==> src/hdl/fsd_pkg.sv <==
// Types and constants of the frame stream deframer.
`default_nettype none
package fsd_pkg;

    localparam int HEADER_BYTES = 12;
    localparam int STORE_BYTES  = HEADER_BYTES - 1;
    localparam int HIDX_W       = 4;

    localparam logic [31:0] FRAME_MAGIC   = 32'h454c_5437;
    localparam logic [7:0]  FRAME_VERSION = 8'd1;

    // Byte classes of a result beat
    localparam logic [1:0] CLS_HEADER  = 2'd0;
    localparam logic [1:0] CLS_NAME    = 2'd1;
    localparam logic [1:0] CLS_PAYLOAD = 2'd2;
    localparam logic [1:0] CLS_DISCARD = 2'd3;

    // Error codes
    localparam logic [2:0] ERR_NONE    = 3'd0;
    localparam logic [2:0] ERR_MAGIC   = 3'd1;
    localparam logic [2:0] ERR_VERSION = 3'd2;
    localparam logic [2:0] ERR_TYPE    = 3'd3;
    localparam logic [2:0] ERR_NAME    = 3'd4;
    localparam logic [2:0] ERR_PAYLOAD = 3'd5;

    // Register indexes
    localparam logic [1:0] REG_MAX_NAME    = 2'd0;
    localparam logic [1:0] REG_MAX_PAYLOAD = 2'd1;
    localparam logic [1:0] REG_TYPE_LOW    = 2'd2;
    localparam logic [1:0] REG_TYPE_HIGH   = 2'd3;

    typedef logic [STORE_BYTES-1:0][7:0] t_hdr_store;

    typedef struct packed {
        logic [15:0] max_name_len;
        logic [31:0] max_payload_len;
        logic [7:0]  type_lowest;
        logic [7:0]  type_highest;
    } t_cfg;

    typedef struct packed {
        logic [2:0]  code;
        logic [7:0]  kind;
        logic [15:0] name_len;
        logic [31:0] payload_len;
    } t_hdr_chk;

    typedef struct packed {
        logic [7:0]  out_byte;
        logic [1:0]  byte_class;
        logic [7:0]  kind_of_frame;
        logic [15:0] name_len;
        logic [31:0] payload_len;
        logic        header_accepted;
        logic        frame_end;
        logic [2:0]  error_code;
    } t_result;

endpackage
`default_nettype wire

==> src/hdl/fsd_if.sv <==
// Stream interfaces of the deframer: byte input and result output.
`default_nettype none
interface fsd_in_if;
    logic       valid;
    logic       ready;
    logic [7:0] in_byte;

    modport source (output valid, output in_byte, input ready);
    modport sink   (input valid, input in_byte, output ready);
endinterface

interface fsd_out_if;
    logic        valid;
    logic        ready;
    logic [7:0]  out_byte;
    logic [1:0]  byte_class;
    logic [7:0]  kind_of_frame;
    logic [15:0] name_len;
    logic [31:0] payload_len;
    logic        header_accepted;
    logic        frame_end;
    logic [2:0]  error_code;

    modport source (output valid, output out_byte, output byte_class, output kind_of_frame,
                    output name_len, output payload_len, output header_accepted,
                    output frame_end, output error_code, input ready);
    modport sink   (input valid, input out_byte, input byte_class, input kind_of_frame,
                    input name_len, input payload_len, input header_accepted,
                    input frame_end, input error_code, output ready);
endinterface
`default_nettype wire

==> src/hdl/fsd_hdr_check.sv <==
// Header field decode and validity checks on the last header byte.
`default_nettype none
module fsd_hdr_check (
    input  fsd_pkg::t_hdr_store i_store,
    input  logic [7:0]          i_last,
    input  fsd_pkg::t_cfg       i_cfg,
    output fsd_pkg::t_hdr_chk   o_chk
);
    import fsd_pkg::*;

    logic [31:0] magic;
    logic [7:0]  version;
    logic [2:0]  code;

    // Assemble big-endian fields
    assign magic             = {i_store[0], i_store[1], i_store[2], i_store[3]};
    assign version           = i_store[4];
    assign o_chk.kind        = i_store[5];
    assign o_chk.name_len    = {i_store[6], i_store[7]};
    assign o_chk.payload_len = {i_store[8], i_store[9], i_store[10], i_last};
    assign o_chk.code        = code;

    // Pick the first failing check
    always_comb begin
        if (magic != FRAME_MAGIC) begin
            code = ERR_MAGIC;
        end else if (version != FRAME_VERSION) begin
            code = ERR_VERSION;
        end else if (o_chk.kind < i_cfg.type_lowest || o_chk.kind > i_cfg.type_highest) begin
            code = ERR_TYPE;
        end else if (o_chk.name_len > i_cfg.max_name_len) begin
            code = ERR_NAME;
        end else if (o_chk.payload_len > i_cfg.max_payload_len) begin
            code = ERR_PAYLOAD;
        end else begin
            code = ERR_NONE;
        end
    end
endmodule
`default_nettype wire

==> src/hdl/frame_stream_deframer_top.sv <==
// Top level of the frame stream deframer: byte sequencing, config registers, result register.
//
//  channel  | dir | handshake     | payload
//  ---------+-----+---------------+--------------------------------------------------
//  i_in     | in  | valid/ready   | in_byte[7:0]
//  o_out    | out | valid/ready   | out_byte, byte_class, kind_of_frame, name_len,
//           |     |               | payload_len, header_accepted, frame_end, error_code
//  APB      | in  | psel/penable  | paddr[3:0], pwdata[31:0], prdata[31:0]
//
// One byte is accepted per cycle while the input is not stalled; its result is
// registered in the output register in the cycle after acceptance. The byte
// counter, header store and length counters update in the cycle of acceptance,
// so throughput is one beat per cycle. Input is stalled only while the output
// register holds a beat not yet taken. Reset (synchronous, active low) returns
// to the header phase, clears the sticky error and loads the register defaults.
`default_nettype none
module frame_stream_deframer_top (
    input  logic        i_clk,
    input  logic        i_rst_n,
    fsd_in_if.sink      i_in,
    fsd_out_if.source   o_out,
    input  logic        psel,
    input  logic        penable,
    input  logic        pwrite,
    input  logic [3:0]  paddr,
    input  logic [31:0] pwdata,
    output logic [31:0] prdata,
    output logic        pready
);
    import fsd_pkg::*;

    localparam logic [1:0] PH_HEADER  = 2'd0;
    localparam logic [1:0] PH_NAME    = 2'd1;
    localparam logic [1:0] PH_PAYLOAD = 2'd2;
    localparam logic [1:0] PH_ERROR   = 2'd3;

    localparam logic [HIDX_W-1:0] HIDX_LAST = HIDX_W'(STORE_BYTES);

    t_cfg              r_cfg;
    logic [1:0]        r_phase,     n_phase;
    logic [HIDX_W-1:0] r_hidx,      n_hidx;
    t_hdr_store        r_store;
    logic [15:0]       r_name_left, n_name_left;
    logic [31:0]       r_pay_left,  n_pay_left;
    logic [7:0]        r_kind,      n_kind;
    logic [15:0]       r_name_len,  n_name_len;
    logic [31:0]       r_pay_len,   n_pay_len;
    logic [2:0]        r_err,       n_err;
    t_result           r_out,       n_out;
    logic              r_out_vld;
    logic              in_fire;
    logic              cfg_wr;
    logic              show;
    t_hdr_chk          chk;

    fsd_hdr_check u_hdr_check (
        .i_store (r_store),
        .i_last  (i_in.in_byte),
        .i_cfg   (r_cfg),
        .o_chk   (chk)
    );

    // Accept while the result register is free or being drained
    assign i_in.ready = !r_out_vld || o_out.ready;
    assign in_fire    = i_in.valid && i_in.ready;

    // Configuration port
    assign pready = 1'b1;
    assign cfg_wr = psel && penable && pwrite && pready;

    always_ff @(posedge i_clk) begin
        if (!i_rst_n) begin
            r_cfg.max_name_len    <= 16'd255;
            r_cfg.max_payload_len <= 32'd65536;
            r_cfg.type_lowest     <= 8'd1;
            r_cfg.type_highest    <= 8'd8;
        end else if (cfg_wr) begin
            case (paddr[3:2])
                REG_MAX_NAME:    r_cfg.max_name_len    <= pwdata[15:0];
                REG_MAX_PAYLOAD: r_cfg.max_payload_len <= pwdata;
                REG_TYPE_LOW:    r_cfg.type_lowest     <= pwdata[7:0];
                REG_TYPE_HIGH:   r_cfg.type_highest    <= pwdata[7:0];
                default: ;
            endcase
        end
    end

    always_comb begin
        case (paddr[3:2])
            REG_MAX_NAME:    prdata = {16'd0, r_cfg.max_name_len};
            REG_MAX_PAYLOAD: prdata = r_cfg.max_payload_len;
            REG_TYPE_LOW:    prdata = {24'd0, r_cfg.type_lowest};
            REG_TYPE_HIGH:   prdata = {24'd0, r_cfg.type_highest};
            default:         prdata = 32'd0;
        endcase
    end

    // Sequence one byte through the frame phases
    always_comb begin
        n_phase     = r_phase;
        n_hidx      = r_hidx;
        n_name_left = r_name_left;
        n_pay_left  = r_pay_left;
        n_kind      = r_kind;
        n_name_len  = r_name_len;
        n_pay_len   = r_pay_len;
        n_err       = r_err;
        show        = 1'b0;
        n_out       = '0;
        n_out.out_byte = i_in.in_byte;
        case (r_phase)
            PH_HEADER: begin
                n_out.byte_class = CLS_HEADER;
                if (r_hidx != HIDX_LAST) begin
                    n_hidx = r_hidx + HIDX_W'(1);
                end else begin
                    n_hidx = '0;
                    if (chk.code != ERR_NONE) begin
                        n_err   = chk.code;
                        n_phase = PH_ERROR;
                    end else begin
                        n_out.header_accepted = 1'b1;
                        show        = 1'b1;
                        n_kind      = chk.kind;
                        n_name_len  = chk.name_len;
                        n_pay_len   = chk.payload_len;
                        n_name_left = chk.name_len;
                        n_pay_left  = chk.payload_len;
                        if (chk.name_len != 16'd0) begin
                            n_phase = PH_NAME;
                        end else if (chk.payload_len != 32'd0) begin
                            n_phase = PH_PAYLOAD;
                        end else begin
                            n_out.frame_end = 1'b1;
                        end
                    end
                end
            end
            PH_NAME: begin
                n_out.byte_class = CLS_NAME;
                show        = 1'b1;
                n_name_left = r_name_left - 16'd1;
                if (n_name_left == 16'd0) begin
                    if (r_pay_left != 32'd0) begin
                        n_phase = PH_PAYLOAD;
                    end else begin
                        n_phase = PH_HEADER;
                        n_out.frame_end = 1'b1;
                    end
                end
            end
            PH_PAYLOAD: begin
                n_out.byte_class = CLS_PAYLOAD;
                show       = 1'b1;
                n_pay_left = r_pay_left - 32'd1;
                if (n_pay_left == 32'd0) begin
                    n_phase = PH_HEADER;
                    n_out.frame_end = 1'b1;
                end
            end
            default: begin
                n_out.byte_class = CLS_DISCARD;
            end
        endcase
        if (show) begin
            n_out.kind_of_frame = n_kind;
            n_out.name_len      = n_name_len;
            n_out.payload_len   = n_pay_len;
        end
        n_out.error_code = n_err;
    end

    // Advance control state on each accepted beat
    always_ff @(posedge i_clk) begin
        if (!i_rst_n) begin
            r_phase     <= PH_HEADER;
            r_hidx      <= '0;
            r_name_left <= '0;
            r_pay_left  <= '0;
            r_kind      <= '0;
            r_name_len  <= '0;
            r_pay_len   <= '0;
            r_err       <= ERR_NONE;
        end else if (in_fire) begin
            r_phase     <= n_phase;
            r_hidx      <= n_hidx;
            r_name_left <= n_name_left;
            r_pay_left  <= n_pay_left;
            r_kind      <= n_kind;
            r_name_len  <= n_name_len;
            r_pay_len   <= n_pay_len;
            r_err       <= n_err;
        end
    end

    // Capture header bytes ahead of the check
    always_ff @(posedge i_clk) begin
        if (in_fire && r_phase == PH_HEADER && r_hidx != HIDX_LAST) begin
            r_store[r_hidx] <= i_in.in_byte;
        end
    end

    // Result register: load on accept, drop on take
    always_ff @(posedge i_clk) begin
        if (!i_rst_n) begin
            r_out_vld <= 1'b0;
        end else if (in_fire) begin
            r_out_vld <= 1'b1;
        end else if (o_out.ready) begin
            r_out_vld <= 1'b0;
        end
    end

    always_ff @(posedge i_clk) begin
        if (in_fire) begin
            r_out <= n_out;
        end
    end

    assign o_out.valid           = r_out_vld;
    assign o_out.out_byte        = r_out.out_byte;
    assign o_out.byte_class      = r_out.byte_class;
    assign o_out.kind_of_frame   = r_out.kind_of_frame;
    assign o_out.name_len        = r_out.name_len;
    assign o_out.payload_len     = r_out.payload_len;
    assign o_out.header_accepted = r_out.header_accepted;
    assign o_out.frame_end       = r_out.frame_end;
    assign o_out.error_code      = r_out.error_code;
endmodule
`default_nettype wire

==> src/flat_wrapper.sv <==
// flat-port wrapper written by rule: the top's interface ports become plain ports
module frame_stream_deframer_top_flat import fsd_pkg::*;
  (i_clk, i_rst_n, psel, penable, pwrite, paddr, pwdata, prdata, pready, i_in_valid, i_in_in_byte, i_in_ready, o_out_valid, o_out_out_byte, o_out_byte_class, o_out_kind_of_frame, o_out_name_len, o_out_payload_len, o_out_header_accepted, o_out_frame_end, o_out_error_code, o_out_ready);
  fsd_in_if i_in_i ();
  fsd_out_if o_out_i ();
  input  logic i_clk;
  input  logic i_rst_n;
  input  logic psel;
  input  logic penable;
  input  logic pwrite;
  input  logic [3:0] paddr;
  input  logic [31:0] pwdata;
  output logic [31:0] prdata;
  output logic pready;
  input wire logic [$bits(i_in_i.valid)-1:0] i_in_valid;
  input wire logic [$bits(i_in_i.in_byte)-1:0] i_in_in_byte;
  output wire logic [$bits(i_in_i.ready)-1:0] i_in_ready;
  output wire logic [$bits(o_out_i.valid)-1:0] o_out_valid;
  output wire logic [$bits(o_out_i.out_byte)-1:0] o_out_out_byte;
  output wire logic [$bits(o_out_i.byte_class)-1:0] o_out_byte_class;
  output wire logic [$bits(o_out_i.kind_of_frame)-1:0] o_out_kind_of_frame;
  output wire logic [$bits(o_out_i.name_len)-1:0] o_out_name_len;
  output wire logic [$bits(o_out_i.payload_len)-1:0] o_out_payload_len;
  output wire logic [$bits(o_out_i.header_accepted)-1:0] o_out_header_accepted;
  output wire logic [$bits(o_out_i.frame_end)-1:0] o_out_frame_end;
  output wire logic [$bits(o_out_i.error_code)-1:0] o_out_error_code;
  input wire logic [$bits(o_out_i.ready)-1:0] o_out_ready;
  assign i_in_i.valid = i_in_valid;
  assign i_in_i.in_byte = i_in_in_byte;
  assign i_in_ready = i_in_i.ready;
  assign o_out_valid = o_out_i.valid;
  assign o_out_out_byte = o_out_i.out_byte;
  assign o_out_byte_class = o_out_i.byte_class;
  assign o_out_kind_of_frame = o_out_i.kind_of_frame;
  assign o_out_name_len = o_out_i.name_len;
  assign o_out_payload_len = o_out_i.payload_len;
  assign o_out_header_accepted = o_out_i.header_accepted;
  assign o_out_frame_end = o_out_i.frame_end;
  assign o_out_error_code = o_out_i.error_code;
  assign o_out_i.ready = o_out_ready;
  frame_stream_deframer_top u_core (.i_clk(i_clk), .i_rst_n(i_rst_n), .i_in(i_in_i), .o_out(o_out_i), .psel(psel), .penable(penable), .pwrite(pwrite), .paddr(paddr), .pwdata(pwdata), .prdata(prdata), .pready(pready));
endmodule
==> config.mk <==
export PLATFORM = sky130hd
export DESIGN_NAME = frame_stream_deframer_top_flat
export DESIGN_NICKNAME = d
export VERILOG_FILES = /design/src/hdl/fsd_pkg.sv /design/src/hdl/fsd_if.sv /design/src/hdl/fsd_hdr_check.sv /design/src/hdl/frame_stream_deframer_top.sv /design/src/flat_wrapper.sv
export SDC_FILE = /design/constraint.sdc
export NUM_CORES = 1
export LEC_CHECK = 0
export ABC_CLOCK_PERIOD_IN_PS = 6200
export BUFFER_PORTS_ARGS = -buffer_cell sky130_fd_sc_hd__buf_4
export CAP_MARGIN = 20
export CORE_MARGIN = 2
export CORE_UTILIZATION = 45
export DETAILED_ROUTE_END_ITERATION = 16
export GPL_TIMING_DRIVEN = 0
export PLACE_DENSITY = 0.64
export SLEW_MARGIN = 15
export SYNTH_ARGS = -nofsm -noshare
export SYNTH_HDL_FRONTEND = slang
export SYNTH_HIERARCHICAL = 1
export SYNTH_SLANG_ARGS = --single-unit
==> constraint.sdc <==
create_clock -name i_clk -period 6.2 [get_ports i_clk]
set_input_delay 0.31 -clock i_clk [delete_from_list [all_inputs] [get_ports i_clk]]
set_output_delay 0.31 -clock i_clk [all_outputs]
set_load 0.02 [all_outputs]
==> results.sh <==
export IMPL_fin_cells=2614
export IMPL_skew_ns=0.0205
export IMPL_p_comb_share_pct=8.2
export IMPL_grt_pass1_vias=13728
export IMPL_rsz0062_at_grt="no"
export IMPL_final_max_slew_viol_count=0
export IMPL_hold_start="pwdata[27]"
export IMPL_hp_class="input pin to flip-flop"
export IMPL_whs_endpoint="u_core/r_cfg[43]"
export IMPL_fmax_mhz=198
export IMPL_vias=14805
export IMPL_die_w_um=199
export IMPL_crit_family="simple AND/OR/NAND/NOR gates"
export IMPL_dpl_hpwl_um=39700
export IMPL_n_fill_cell=3432
export IMPL_cts_sinks=337
export IMPL_power_net_switching_w=0.00125
export IMPL_p_clk_share_pct=45.7
export IMPL_core_um2=37700
export IMPL_h_tree_depth=2
export IMPL_synth_seq_cells=337
export IMPL_syn_avg_cell_area_um2=9.26
export IMPL_path_class="flip-flop to flip-flop"
export IMPL_ant_nets=0
export IMPL_p_leak_nw=7.61
export IMPL_cts_buffer_depth=3
export IMPL_drt_iter0_drc=1433
export IMPL_yosysTopAreaCell="edfxtp_1"
export IMPL_startpoint_type="flip-flop"
export IMPL_reg2reg_to="u_core/o_out.payload_len[29]"
export IMPL_peakVddDrop_mv=0.192
export IMPL_layout_commonest_cell="nand2_1"
export IMPL_min_delay_path_depth=3
export IMPL_cp_end_kind="flip-flop"
export IMPL_cp_startpoint="u_core/r_store[71]"
export IMPL_die_h_um=199
export IMPL_setup_viol=0
export IMPL_cap_violations=0
export IMPL_cts_hold_buf=20
export IMPL_vias_per_cell=5.66
export IMPL_synth_ff_type="dfxtp_1"
export IMPL_grt_overflow_total=0
export IMPL_worstMarginPinSlew_ns=1.06
export IMPL_ys_seq_area_share_pct=48.5
export IMPL_grt_antenna_before_repair=2
export IMPL_hold_viol=0
export IMPL_io_pins=157
export IMPL_synth_edff_count=159
export IMPL_worst_path_buf_inv=3
export IMPL_placed_area_um2=19000
export IMPL_routedWlPerCell_um=20.6
export IMPL_clkLatencyLatePin_ns=0.56
export IMPL_path_cells="ha_1 -> nand4_1 -> nor4_1 -> nand3_1 -> a22oi_1 -> o221ai_1 -> nor3_1 -> nand2_1 -> inv_2 -> clkbuf_1 -> clkbuf_1 -> nand2_1 -> a21oi_1"
export IMPL_rrSetupSlack_ns=1.15
export IMPL_slowest_stage="nor4_1"
export IMPL_synth_area_um2=17200
export IMPL_worstRegToRegCells=13
export IMPL_root_buffer="clkbuf_16"
export IMPL_dr_pass1_iters=6
export IMPL_drc=0
export IMPL_syn2layout_area_growth_pct=19.4
export IMPL_grt_start_max_net_pins=61
export IMPL_place_gp_congestion=0.918
export IMPL_drive_above_1_share_pct=14.8
export IMPL_cts_tree="done"
export IMPL_outcome="completed"
export IMPL_crit_path_max_incr_delay_ns=0.66
export IMPL_period_share_pct=81.4
export IMPL_post_cts_buffers=0
export IMPL_dpl_cell_count=2522
export IMPL_layout_common_cells="372 x nand2_1, 210 x buf_4, 178 x dfxtp_1"
export IMPL_ys_async_sr_fraction_pct=0
export IMPL_ys_warn_count=6
export IMPL_n_antenna_cell=0
export IMPL_intPower_w=0.00394
export IMPL_swShare_pct=24.1
export IMPL_worst_path_max_fanout=10
export IMPL_period_minus_slack_ns=5.05
export IMPL_tns_ns=0
export IMPL_numCtsBuffers=39
export IMPL_p_seq_share_pct=46.1
export IMPL_cts_resized=0
export IMPL_numPortBuffers=153
export IMPL_r2r_start="u_core/r_store[71]"
export IMPL_grt_use_total_pct=27.1
export IMPL_layout_nets=2199
export IMPL_initial_core_util_pct=45.6
export IMPL_wirelength_um=53900
export IMPL_layout_setup_ws_ns=1.15
export IMPL_die_area_um2=39800
export IMPL_num_rows=71
export IMPL_grt_pass1_wl_um=81000
export IMPL_yosys_area_top_type_share_pct=27.8
export IMPL_cp_arrival_ns=5.36
export IMPL_fin_area_um2=20500
export IMPL_slew_headroom_pct=28.9
export IMPL_pre_cts_ws_ns=1.31
export IMPL_yosysUniqueCellTypes=76
export IMPL_power_density_nw_per_um2=253
export IMPL_path_clk_slew_ns=0.06
export IMPL_synth_area_leaders="edfxtp_1 28%, dfxtp_1 21%, nand2_1 8.1%"
export IMPL_syn_inst=1856
export IMPL_crit_required_ns=6.51
export IMPL_syn_nets=1983
==> kinds of logic (layout without fill, tap and decap cells) <==
group,count (synthesis),count (layout),share of synthesized area [%]
xor+xnor,7,7,0.357
other cells,1,1,0.0218
buf+inv,246,493,6.72
mux,37,37,2.75
flops,337,337,48.5
simple gates,748,748,21.0
compound gates,404,404,15.1
fa+ha+maj,76,76,5.53
==> area by class of cell <==
cell class	count	area (um2)	share of cell area [%]
sequential	337	8340	40.6
timing repair buffer	175	1380	6.73
clock inverter	24	274	1.33
inverter	93	352	1.71
clock buffer	48	1040	5.07
multi-input combinational	1273	7700	37.5
tap	511	639	3.11
buffer	153	806	3.93
==> cell usage after synthesis, drive strengths merged, types with 5 or more instances <==
master and instances:
or2 5, nand4b 7, o31ai 5, a21boi 103, a211oi 5, mux2i 27, clkbuf 89, dfxtp 178
o221a 10, inv 92, nand4 35, and2 49, ha 76, nor2b 31, nor4 38, xnor2 5
nor2 77, o22ai 14, edfxtp 159, a31oi 11, a41oi 5, or4 9, nor4b 11, nand3 31
or3 16, o21a 8, nand2 372, o21ai 58, a21oi 145, nand2b 7, and3 9, buf 64
o211a 5, mux4 8, o31a 5, nor3 36
==> layer usage <==
layer	global-route usage, %	wire, um	vias to the layer above
met5	0	0	-
met4	9.77	1610	0
met3	4.76	4440	93
met2	42.3	24100	668
met1	37.9	23700	7083
li1	-	-	6961
==> power groups by stage <==
stage | registers (W) | clock network [W] | logic [W]
finish | 0.00239 | 0.00238 | 0.000424
global placement | 0.00244 | 0 | 0.000401
global route | 0.00240 | 0.00250 | 0.000453
detailed placement | 0.00244 | 0 | 0.000407
floorplan | 0.00247 | 0 | 0.000200
CTS | 0.00239 | 0.00242 | 0.000420
==> worst max path at each step <==
stage               cells after the start                            to  slack (ns)
floorplan                              12             u_core/r_phase[1]        2.68
global placement                       15  u_core/o_out.payload_len[29]        1.27
detailed placement                     15  u_core/o_out.payload_len[24]        1.31
CTS                                    13  u_core/o_out.payload_len[24]        1.26
global route                           13  u_core/o_out.payload_len[29]        1.11
finish                                 13  u_core/o_out.payload_len[29]        1.15
==> worst min-delay path, cell delays in order <==
cell and delay [ns]:
buf_4 0.11, nand2_1 0.04, a21boi_0 0.06
==> flip-flops by register name (all words and copies together), names as in the netlist, 2 cells and up <==
name	count
u_core/o_out.out_byte	8
u_core/r_err	3
u_core/r_hidx	4
u_core/r_store	88
u_core/r_name_left	16
u_core/r_name_len	16
u_core/r_phase	2
u_core/o_out.kind_of_frame	8
u_core/o_out.byte_class	2
u_core/r_kind	8
u_core/r_pay_left	32
u_core/r_pay_len	32
u_core/o_out.error_code	3
u_core/o_out.payload_len	32
u_core/o_out.name_len	16
u_core/r_cfg	64
==> through the flow <==
| step | hold WS, ns | util [%] | power [W] |
|---|---|---|---|
| after floorplan | 0.409 | - | 0.00267 |
| after global placement | 0.451 | 50.4 | 0.00284 |
| after detailed placement | 0.457 | 50.5 | 0.00285 |
| after CTS | 0.000293 | 54.5 | 0.00523 |
| after global routing | 0.0190 | 54.5 | 0.00535 |
| final | 0.0275 | 54.5 | 0.00519 |
Note: power is estimated with default switching activity, not from simulation.
